### config.mk
export PLATFORM = sky130hd
export DESIGN_NAME = fifo_queue_with_remove_by_id_top
export DESIGN_NICKNAME = d
export VERILOG_FILES = /design/src/rtl/fqrm_pkg.sv /design/src/rtl/fqrm_ctrl.sv /design/src/rtl/fqrm_datapath.sv /design/src/rtl/fifo_queue_with_remove_by_id_top.sv
export SDC_FILE = /design/constraint.sdc
export NUM_CORES = 1
export LEC_CHECK = 0
export ABC_AREA = 1
export BUFFER_PORTS_ARGS = -buffer_cell sky130_fd_sc_hd__buf_2
export CAP_MARGIN = 10
export CORE_MARGIN = 2
export CORE_UTILIZATION = 30
export CTS_CLUSTER_SIZE = 14
export DETAILED_ROUTE_END_ITERATION = 8
export GPL_TIMING_DRIVEN = 1
export HOLD_SLACK_MARGIN = 0.1
export PLACE_DENSITY_LB_ADDON = 0.3
export SLEW_MARGIN = 40
export SYNTH_ARGS = -nofsm -noshare
export SYNTH_HDL_FRONTEND = slang
export SYNTH_SLANG_ARGS = --single-unit
### constraint.sdc
create_clock -name clk_i -period 4.15 [get_ports clk_i]
set_input_delay 0.2075 -clock clk_i [delete_from_list [all_inputs] [get_ports clk_i]]
set_output_delay 0.2075 -clock clk_i [all_outputs]
set_load 0.01 [all_outputs]
### src/rtl/fqrm_pkg.sv
`timescale 1ns / 1ps

package fqrm_pkg;

  localparam int unsigned PID_W = 22;
  localparam int unsigned COUNT_FW = 5;

  localparam logic [1:0] ACT_PUSH = 2'd0;
  localparam logic [1:0] ACT_POP = 2'd1;
  localparam logic [1:0] ACT_REMOVE = 2'd2;

  localparam logic [1:0] STS_OK = 2'd0;
  localparam logic [1:0] STS_EMPTY = 2'd1;
  localparam logic [1:0] STS_NOT_FOUND = 2'd2;
  localparam logic [1:0] STS_FULL = 2'd3;

  typedef struct packed {
    logic [1:0]       action;
    logic [PID_W-1:0] pid;
  } req_t;

  typedef struct packed {
    logic [1:0]          status;
    logic [PID_W-1:0]    out_pid;
    logic [COUNT_FW-1:0] count;
  } rsp_t;

  typedef struct packed {
    logic load_req;
    logic match;
    logic apply;
  } cmd_t;

  typedef struct packed {
    logic out_free;
  } sts_t;

endpackage

### src/rtl/fqrm_ctrl.sv
`timescale 1ns / 1ps

module fqrm_ctrl (
  input  logic            clk_i,
  input  logic            rst_ni,
  input  logic            in_valid_i,
  output logic            in_stall_o,
  input  fqrm_pkg::sts_t  sts_i,
  output fqrm_pkg::cmd_t  cmd_o
);

  typedef enum logic [2:0] {
    S_IDLE   = 3'b001,
    S_MATCH  = 3'b010,
    S_UPDATE = 3'b100
  } state_e;

  state_e state_q, state_d;

  always_comb begin
    state_d = state_q;
    cmd_o = '0;
    unique case (state_q)
      S_IDLE: begin
        if (in_valid_i) begin
          cmd_o.load_req = 1'b1;
          state_d = S_MATCH;
        end
      end
      S_MATCH: begin
        cmd_o.match = 1'b1;
        state_d = S_UPDATE;
      end
      S_UPDATE: begin
        if (sts_i.out_free) begin
          cmd_o.apply = 1'b1;
          state_d = S_IDLE;
        end
      end
      default: begin
        state_d = S_IDLE;
      end
    endcase
  end

  assign in_stall_o = (state_q != S_IDLE);

  always_ff @(posedge clk_i or negedge rst_ni) begin
    if (!rst_ni) begin
      state_q <= S_IDLE;
    end else begin
      state_q <= state_d;
    end
  end

  a_one_hot: assert property (@(posedge clk_i) disable iff (!rst_ni)
    $onehot(state_q)) else $error("Controller state is not one-hot.");

  a_accept_to_match: assert property (@(posedge clk_i) disable iff (!rst_ni)
    cmd_o.load_req |=> cmd_o.match) else $error("Accepted request did not go to match.");

  a_apply_frees: assert property (@(posedge clk_i) disable iff (!rst_ni)
    cmd_o.apply |=> !in_stall_o) else $error("Controller did not return to idle.");

endmodule

### src/rtl/fqrm_datapath.sv
`timescale 1ns / 1ps

module fqrm_datapath #(
  parameter int unsigned DEPTH = 16,
  parameter int unsigned ID_BITS = 22
) (
  input  logic            clk_i,
  input  logic            rst_ni,
  input  fqrm_pkg::req_t  in_req_i,
  input  fqrm_pkg::cmd_t  cmd_i,
  output fqrm_pkg::sts_t  sts_o,
  input  logic            out_stall_i,
  output logic            out_valid_o,
  output fqrm_pkg::rsp_t  out_rsp_o
);

  localparam int unsigned COUNT_W = $clog2(DEPTH + 1);

  logic [ID_BITS-1:0] in_pid;
  logic [1:0]         act_q;
  logic [ID_BITS-1:0] pid_q;
  logic [ID_BITS-1:0] entries_q [DEPTH];
  logic [DEPTH-1:0]   match_q, match_d;
  logic [DEPTH-1:0]   shift_en;
  logic [COUNT_W-1:0] count_q, count_d;
  logic               out_valid_q;
  fqrm_pkg::rsp_t     rsp_q, rsp_d;
  logic [ID_BITS-1:0] rid;
  logic               do_push, do_shift, full, empty, hit;

  for (genvar b = 0; b < ID_BITS; b++) begin : g_in_pid
    if (b < fqrm_pkg::PID_W) begin : g_bit
      assign in_pid[b] = in_req_i.pid[b];
    end else begin : g_zero
      assign in_pid[b] = 1'b0;
    end
  end

  always_ff @(posedge clk_i) begin
    if (cmd_i.load_req) begin
      act_q <= in_req_i.action;
      pid_q <= in_pid;
    end
    if (cmd_i.match) begin
      match_q <= match_d;
    end
  end

  always_comb begin
    for (int i = 0; i < DEPTH; i++) begin
      match_d[i] = (entries_q[i] == pid_q) && (COUNT_W'(i) < count_q);
    end
  end

  assign full = (count_q == COUNT_W'(DEPTH));
  assign empty = (count_q == '0);
  assign hit = |match_q;

  always_comb begin
    shift_en[0] = match_q[0] || (act_q == fqrm_pkg::ACT_POP);
    for (int i = 1; i < DEPTH; i++) begin
      shift_en[i] = shift_en[i-1] || match_q[i];
    end
  end

  always_comb begin
    do_push = 1'b0;
    do_shift = 1'b0;
    count_d = count_q;
    rid = '0;
    rsp_d.status = fqrm_pkg::STS_OK;
    priority if (act_q == fqrm_pkg::ACT_PUSH) begin
      if (full) begin
        rsp_d.status = fqrm_pkg::STS_FULL;
      end else begin
        do_push = 1'b1;
        count_d = count_q + COUNT_W'(1);
      end
    end else if (act_q == fqrm_pkg::ACT_POP || act_q == fqrm_pkg::ACT_REMOVE) begin
      if (empty) begin
        rsp_d.status = fqrm_pkg::STS_EMPTY;
      end else if (act_q == fqrm_pkg::ACT_POP) begin
        do_shift = 1'b1;
        rid = entries_q[0];
        count_d = count_q - COUNT_W'(1);
      end else if (hit) begin
        do_shift = 1'b1;
        rid = pid_q;
        count_d = count_q - COUNT_W'(1);
      end else begin
        rsp_d.status = fqrm_pkg::STS_NOT_FOUND;
      end
    end else begin
      rsp_d.status = fqrm_pkg::STS_OK;
    end
    rsp_d.out_pid = fqrm_pkg::PID_W'(rid);
    rsp_d.count = fqrm_pkg::COUNT_FW'(count_d);
  end

  for (genvar i = 0; i < DEPTH; i++) begin : g_cell
    always_ff @(posedge clk_i) begin
      if (cmd_i.apply) begin
        if (do_shift && shift_en[i]) begin
          if (i + 1 < DEPTH) begin
            entries_q[i] <= entries_q[(i + 1) % DEPTH];
          end
        end else if (do_push && count_q == COUNT_W'(i)) begin
          entries_q[i] <= pid_q;
        end
      end
    end
  end

  always_ff @(posedge clk_i or negedge rst_ni) begin
    if (!rst_ni) begin
      count_q <= '0;
      out_valid_q <= 1'b0;
    end else begin
      if (cmd_i.apply) begin
        count_q <= count_d;
        out_valid_q <= 1'b1;
      end else if (!out_stall_i) begin
        out_valid_q <= 1'b0;
      end
    end
  end

  always_ff @(posedge clk_i) begin
    if (cmd_i.apply) begin
      rsp_q <= rsp_d;
    end
  end

  assign sts_o.out_free = !out_valid_q || !out_stall_i;
  assign out_valid_o = out_valid_q;
  assign out_rsp_o = rsp_q;

  a_count_bound: assert property (@(posedge clk_i) disable iff (!rst_ni)
    count_q <= COUNT_W'(DEPTH)) else $error("Entry count exceeds the capacity.");

  a_apply_free: assert property (@(posedge clk_i) disable iff (!rst_ni)
    cmd_i.apply |-> sts_o.out_free) else $error("Response overwrote a stalled response.");

  a_apply_valid: assert property (@(posedge clk_i) disable iff (!rst_ni)
    cmd_i.apply |=> out_valid_q) else $error("Applied request produced no response.");

  a_count_hold: assert property (@(posedge clk_i) disable iff (!rst_ni)
    !cmd_i.apply |=> $stable(count_q)) else $error("Count changed without a request.");

endmodule

### src/rtl/fifo_queue_with_remove_by_id_top.sv
`timescale 1ns / 1ps

// Bounded run queue of process identifiers with push, pop and remove by key.
// Input channel: in_valid_i, in_stall_o, in_req_i (action and pid). A request
// is taken at a rising edge where in_valid_i is high and in_stall_o is low.
// Output channel: out_valid_o, out_stall_i, out_rsp_o (status, out_pid, count).
// Every request produces exactly one response, in request order.
// Each request passes through three steps: one to capture it, one in which all entry
// cells compare against the key in parallel, and one in which the cells
// collapse toward the head or take the pushed identifier and the response is
// registered. A new request is taken only in the cycle after that, so the block
// does not accept a new request before it is through with the last one.
// When the receiver stalls, the response register holds its contents; a new
// request may still be captured and matched, but it waits in the update step
// until the held response is taken.
// Reset empties the queue and clears the response valid; entry storage is not
// cleared, since no slot is read before it is written.

module fifo_queue_with_remove_by_id_top #(
  parameter int unsigned DEPTH = 16,
  parameter int unsigned ID_BITS = 22
) (
  input  logic            clk_i,
  input  logic            rst_ni,
  input  logic            in_valid_i,
  output logic            in_stall_o,
  input  fqrm_pkg::req_t  in_req_i,
  output logic            out_valid_o,
  input  logic            out_stall_i,
  output fqrm_pkg::rsp_t  out_rsp_o
);

  fqrm_pkg::cmd_t cmd;
  fqrm_pkg::sts_t sts;

  fqrm_ctrl u_ctrl (
    .clk_i      (clk_i),
    .rst_ni     (rst_ni),
    .in_valid_i (in_valid_i),
    .in_stall_o (in_stall_o),
    .sts_i      (sts),
    .cmd_o      (cmd)
  );

  fqrm_datapath #(
    .DEPTH   (DEPTH),
    .ID_BITS (ID_BITS)
  ) u_datapath (
    .clk_i       (clk_i),
    .rst_ni      (rst_ni),
    .in_req_i    (in_req_i),
    .cmd_i       (cmd),
    .sts_o       (sts),
    .out_stall_i (out_stall_i),
    .out_valid_o (out_valid_o),
    .out_rsp_o   (out_rsp_o)
  );

endmodule

==> reports/qor.txt, run 1 <==
Status -> complete, no violations
DRC violation count after routing -> 0
Simple-gate area share of the yosys netlist -> 15.8%
Synth Area in Compound Gates -> 13.7%
Hold Path Sink -> u_datapath.pid_q[0]$_DFFE_PP_
Iteration-0 DRC Markers -> 1830
Synth area leaders -> edfxtp_1 56%, nand2_1 8.8%, o21ai_1 4.2%
WHS -> 0.304 ns
GR met1 Demand/Resource -> 28.0%
Max Freq -> 309 MHz
Area leader, netlist -> edfxtp_1
Port bufs -> 58
Most Crowded Layer GR -> met2
Via count -> 17.3k
GR Util met2 -> 30.3%
Critical path arrival -> 3.53 ns
Logic pwr share -> 25.1%
Post-synth EDFFs -> 421
Grt met3 use -> 4.38%
Slowest cell on crit path -> dfrtp_1
Die area -> 76800 µm²
Hold path depth -> 2
Slowest stage delay, CP -> 0.51 ns
Worst Tran Pin Value -> 0.923 ns
Global Route Usage Sum -> 20.0%
Leakage Power -> 9.68 nW
Layout area overhead -> 16.1%
Clock sink count -> 430
Syn Nets -> 2216
Postcts setup bufs -> 0
HP Start -> in_req_i[0]
Final setup TNS -> 0 ns
Post-synthesis adder-cell area fraction -> 0.391%
Final ANT Viol Nets -> 0
Chip Height -> 277 µm
Ys Warns -> 0
Ys async rst share -> 2.09%
Pint -> 8.92 mW
Sequential share of power -> 39.6%
Mean Syn Cell Area -> 10.3 µm²
Clock Pin Slew Worst Setup and Hold Paths -> 0.06 ns
Antenna violations before repair -> 1
Seq/Total Area, Yosys -> 57.5%
# Max-Cap Violations -> 0
Io pins -> 59
Psw -> 4.54 mW
Sw Share -> 33.7%
R2r worst-path depth -> 11
Cells after synthesis -> 2181
CTS root buf -> clkbuf_16
Fin crit period -> 3.23 ns
Htree depth -> 2
Clock Latency Late Sink -> 0.62 ns
Row cnt -> 100
Clock Path Buffers -> 3
Global-route wire length before repair -> 113000 µm
Ant. Diodes -> 0
Clock power frac -> 35.3%
Top FF cell, synth -> edfxtp_1
Final period util -> 77.9%
Final Core Density -> 35.0%
Final Skew -> 0.0214 ns
Main combinational cell family by area after synthesis -> simple AND/OR/NAND/NOR gates
Cell family with most CP delay -> buffers and inverters
Core Area -> 74200 µm²
Crit path depth -> 11
CTS buffer count -> 50
Kind of critical path -> reg -> reg
Initial core utilization -> 30.2%
Max VDD drop -> 303 µV
Largest net degree at the start of global routing -> 51
CTS tree -> built
Critical Path RT -> 4.45 ns
Post-Syn Area -> 22400 µm²
Fin. max-slew vios -> 0
Max_slew headroom -> 38.5%
Number of library cell types mapped by synthesis -> 58
Drt wl/cell -> 24.0 µm
Power density over cell area -> 518 nW/µm²
Total iterations of the first detailed-routing run -> 8
Placer Congestion -> 1.02
NumNets Final -> 2284
Max FO, Critical Path -> 13
FF+latch count, synth -> 430
Hold WC Path Type -> in -> reg
Final Hold Viols -> 0
Die span in x -> 277 µm
RR Endpoint -> u_datapath.entries_q[0][41]$_DFFE_PP_
Vias in the first global route -> 16.5k
Worst r2r src -> u_datapath.count_q[1]$_DFFE_PN0P_
Wirelength, routed -> 78300 µm
Xor/xnor share of the synthesized area -> 7.51%
CP endpoint kind -> register
Cell breakdown of the critical path -> inv_1 > ha_1 > inv_1 > nor2_4 > nand2_2 > nand2_2 > nor2_1 > nand2_1 > buf_4 > o31ai_4 > buf_4
Vias per cell -> 5.31
Buf+Inv Stages, Crit Path -> 4
Final setup violation count -> 0
RSZ-0062 raised after global routing -> no
Mux cell area share after synthesis -> 0%
Layout cells sized above 1 -> 14.4%
Congestion Overflow GR -> 0
DP HPWL -> 53600 µm
Reg2Reg Setup Slack -> 0.92 ns
Worst setup SP type -> register
Synth top area share -> 56.5%
-- layer usage --
layer  vias up  share of wire (%)
met2       880                 43
li1       7881                  -
met5         -                  0
met1      8373                 43
met4         0                3.7
met3       170                9.9
-- synthesized netlist by cell type (2+ instances only) --
| cell type | n |
|---|---|
| dfrtp_1 | 8 |
| nand4_1 | 25 |
| nor4_1 | 31 |
| inv_2 | 9 |
| o21ai_1 | 190 |
| nor2_8 | 3 |
| nor3_1 | 14 |
| or2_2 | 30 |
| nor2_4 | 2 |
| o2111ai_1 | 30 |
| nand2_1 | 522 |
| buf_1 | 5 |
| o22ai_1 | 40 |
| edfxtp_1 | 421 |
| nor4b_1 | 4 |
| buf_6 | 5 |
| a211oi_1 | 7 |
| nand4_2 | 3 |
| buf_2 | 82 |
| a21oi_1 | 10 |
| xor2_1 | 101 |
| nand3_1 | 38 |
| buf_4 | 5 |
| clkinv_1 | 5 |
| nor2_1 | 72 |
| a221oi_1 | 26 |
| nand2_2 | 2 |
| inv_1 | 78 |
| a2111oi_0 | 4 |
| inv_4 | 2 |
| nand3b_1 | 4 |
| o21ai_2 | 15 |
| ha_1 | 7 |
| clkbuf_1 | 63 |
| nor2_2 | 2 |
| nand4_4 | 4 |
| o31ai_1 | 7 |
| nand3_4 | 6 |
| o21ai_0 | 178 |
| a22o_1 | 12 |
| xnor2_1 | 91 |
| nor3_2 | 2 |
-- cell type report --
cell class,instances,area (µm²)
Multi-Input combinational cell,1495,8490
Tap cell,969,1210
Fill cell,7378,48200
Sequential cell,430,12900
Clock buffer,61,1290
Timing Repair Buffer,178,1300
Inverter,94,359
Clock inverter,31,454
-- placed cells by master, fill, tap and decap left out, types with 10 or more instances in the layout --
cell type,count
o22ai_1,40
a221oi_1,26
nor3_1,13
o21ai_0,176
a22o_1,12
or2_2,30
clkbuf_16,50
o2111ai_1,30
buf_2,58
edfxtp_1,421
inv_2,12
nand4_1,25
inv_1,75
nor4_1,31
bufinv_16,11
nor2_1,71
dlygate4sd3_1,30
nand3_1,38
nand2_1,519
o21ai_1,189
clkbuf_1,11
xor2_1,101
xnor2_1,91
a21oi_1,10
o21ai_2,18
buf_4,87
-- state kept, by name (all words and copies together) (netlist names) --
register                count
u_datapath.entries_q      352
u_datapath.out_rsp_o       29
u_datapath.act_q            2
u_datapath.out_valid_o      1
u_datapath.match_q         16
u_ctrl.state_q              3
u_datapath.count_q          5
u_datapath.pid_q           22
-- through the flow --
| stage | setup slack (ns) | power (mW) | cell area, µm² | instances |
|---|---|---|---|---|
| floorplan | 0.405 | 7.26 | 22400 | 2181 |
| CTS | 0.731 | 13.5 | 26000 | 3258 |
| detailed placement | 0.740 | 8.71 | 23900 | 3136 |
| finish | 0.917 | 13.5 | 26000 | 3258 |
| global route | 0.714 | 13.9 | 26000 | 3258 |
| global placement | 0.757 | 8.67 | 23900 | 3133 |
-- power groups by stage --
stage / registers (mW) / clock network, mW / logic, mW
floorplan: 5.30 / 0 / 1.96
global placement: 5.41 / 0 / 3.26
detailed placement: 5.42 / 0 / 3.29
CTS: 5.33 / 4.80 / 3.33
global route: 5.35 / 4.97 / 3.59
finish: 5.33 / 4.75 / 3.38
-- what timing repair did --
item,4_1_cts,5_1_grt
resized for setup,0,0
hold buffers,30,0
hold endpoints to repair,37,0
endpoints found under the setup margin,0,0
-- cell families after synthesis --
| logic type | count (synthesis) |
|---|---|
| AO/OA/AOI/OAI | 524 |
| XOR/XNOR | 192 |
| buffers and inverters | 256 |
| flip-flops | 430 |
| adder cells (fa/ha/maj) | 7 |
| AND/OR/NAND/NOR | 772 |
-- worst max-delay path by stage --
| stage | startpoint | to | slack (ns) |
|---|---|---|---|
| final | u_datapath.count_q[1]$_DFFE_PN0P_ | u_datapath.entries_q[0][41]$_DFFE_PP_ | 0.92 |
| after global placement | u_datapath.act_q[0]$_DFFE_PP_ | u_datapath.entries_q[1][141]$_DFFE_PP_ | 0.76 |
| after global routing | u_datapath.count_q[1]$_DFFE_PN0P_ | u_datapath.entries_q[0][33]$_DFFE_PP_ | 0.71 |
| after detailed placement | u_datapath.count_q[1]$_DFFE_PN0P_ | u_datapath.entries_q[1][141]$_DFFE_PP_ | 0.74 |
| after CTS | u_datapath.count_q[1]$_DFFE_PN0P_ | u_datapath.entries_q[1][135]$_DFFE_PP_ | 0.73 |
| after floorplan | u_datapath.count_q[0]$_DFFE_PN0P_ | u_datapath.entries_q[1][100]$_DFFE_PP_ | 0.40 |
(Power assumes the default switching activity.)
==> run 2: changes to the inputs <==
==> constraint.sdc (replaced) <==
create_clock -name clk_i -period 2.6 [get_ports clk_i]
set_input_delay 0.13 -clock clk_i [delete_from_list [all_inputs] [get_ports clk_i]]
set_output_delay 0.13 -clock clk_i [all_outputs]
set_load 0.01 [all_outputs]
==> run 2 against run 1 <==
  * Clock power rose by 45%
  * Critical path depth is the same
  * Highest routed layer unchanged
  * Largest cell class unchanged
  * Sequential share of layout area down 0.98 points
==> reports/qor.txt, run 2 (same netlist as run 1, synthesis figures left out) <==
Worst Tran Pin Value -> 0.668 ns
Clock Pin Slew Worst Setup and Hold Paths -> 0.07 ns
Io pins -> 59
Leakage Power -> 9.98 nW
Congestion Overflow GR -> 0
Worst r2r src -> u_datapath.act_q[1]$_DFFE_PP_
Initial core utilization -> 30.2%
Chip Height -> 277 µm
Max Freq -> 400 MHz
Vias per cell -> 5.44
Reg area -> 12900 µm²
Max FO, Critical Path -> 11
Reg2Reg Setup Slack -> 0.1 ns
Most common cell after layout, fill and taps aside -> nand2_1
Final Hold Viols -> 0
WHS -> 0.231 ns
R2r worst-path depth -> 11
Commonest non-fill, non-tap cells in the layout -> 520 x nand2_1, 421 x edfxtp_1, 186 x o21ai_1
Global Route Usage Sum -> 21.1%
Layout area overhead -> 18.4%
NumNets Final -> 2348
Worst setup margin -> 0.0970 ns
Die area -> 76800 µm²
DP HPWL -> 57300 µm
# Max-Cap Violations -> 0
Core Area -> 74200 µm²
Area of the multi-input gates -> 8540 µm²
Max_slew headroom -> 55.4%
Largest net degree at the start of global routing -> 45
RR Endpoint -> u_datapath.entries_q[1][39]$_DFFE_PP_
CP endpoint -> u_datapath.entries_q[1][39]$_DFFE_PP_
Fin. max-slew vios -> 0
Fillers -> 7369
Final period util -> 96.3%
Die span in x -> 277 µm
Global-route wire length before repair -> 120000 µm
RSZ-0062 raised after global routing -> no
Clock Path Buffers -> 3
Top reg by flops -> u_datapath.entries_q
DRC violation count after routing -> 0
Max VDD drop -> 484 µV
CTS buffer count -> 48
Clock Latency Late Sink -> 0.60 ns
Placer Congestion -> 0.964
Htree depth -> 2
Row cnt -> 100
Pre-CTS setup slack -> 0.0365 ns
Final Skew -> 0.0232 ns
Hold WC Path Type -> in -> reg
HP Start -> in_req_i[16]
Critical Path RT -> 2.82 ns
Fin crit period -> 2.50 ns
Clock sink count -> 430
Status -> complete, no violations
CTS root buf -> clkbuf_16
Iteration-0 DRC Markers -> 2706
Total iterations of the first detailed-routing run -> 8
Final Total Pwr -> 21.3 mW
Port bufs -> 58
Final setup violation count -> 0
Kind of critical path -> reg -> reg
Final setup TNS -> 0 ns
Worst setup SP type -> register
Antenna violations before repair -> 0
Number of flip-flops in the largest register -> 352
Worst Setup SP -> u_datapath.act_q[1]$_DFFE_PP_
Power density over cell area -> 805 nW/µm²
Wirelength, routed -> 82900 µm
Vias in the first global route -> 17.1k
Layout cells sized above 1 -> 16.6%
Final ANT Viol Nets -> 0
Drt wl/cell -> 24.9 µm
CP endpoint kind -> register
CTS tree -> built
Critical path arrival -> 2.73 ns
Via count -> 18.1k
run 2: power by group:
part	switching [mW]	internal, mW	total, mW	leakage (nW)
Combinational	4.21	1.84	6.04	5.29
Clock	2.90	4.00	6.90	0.770
Sequential	0.291	8.10	8.39	3.92
Total	7.40	13.9	21.3	9.98
run 2: worst min path at each step:
stage / endpoint / slack, ns / cells past startpoint
2_1_floorplan: u_ctrl.state_q[1]$_DFFE_PN0P_ / -0.17 / 0
3_3_place_gp: u_datapath.out_valid_o$_DFFE_PN0P_ / 0.0006 / 1
3_5_place_dp: u_datapath.out_valid_o$_DFFE_PN0P_ / 0.007 / 1
4_1_cts: u_datapath.pid_q[2]$_DFFE_PP_ / 0.21 / 2
5_1_grt: u_datapath.pid_q[16]$_DFFE_PP_ / 0.24 / 2
6_report: u_datapath.pid_q[16]$_DFFE_PP_ / 0.23 / 2
run 2: cell type report:
class / instances / share of cell area [%]
Antenna cell: 2 / 0.0189
Clock buffer: 58 / 4.67
Clock inverter: 31 / 1.22
Inverter: 94 / 1.35
Multi-Input combinational cell: 1497 / 32.2
Sequential cell: 430 / 48.6
Tap cell: 969 / 4.57
Timing Repair Buffer: 242 / 7.39
run 2: worst max-delay path: stages, from the launching register on:
cell and delay [ns]:
edfxtp_1 0.36, inv_1 0.09, ha_1 0.28, nor2_1 0.10
nand2_1 0.13, nor2_1 0.08, inv_1 0.08, nor2_2 0.05
buf_4 0.16, a21oi_4 0.16, a21oi_2 0.10, o21ai_2 0.55
run 2: timing repair:
| action | CTS | global route |
|---|---|---|
| hold endpoints to repair | 37 | 0 |
| setup endpoints to repair | 0 | 68 |
| hold buffers | 30 | 0 |
| buffers inserted | 0 | 9 |
| gates resized for setup | 0 | 3 |
run 2: through the flow:
stage	cells	util, %	area [µm²]
after CTS	3309	35.6	26400
after global placement	3185	33.0	24500
after floorplan	2181	-	22500
after global routing	3321	35.7	26500
final	3323	35.7	26500
after detailed placement	3190	33.1	24500
run 2: metal layers:
layer	up-vias	track usage (%)	part of all wire (%)
li1	8019	-	-
met1	8774	30.2	43
met2	1127	31.3	43
met3	166	3.77	10
met4	0	9.06	4.3
met5	-	0	0
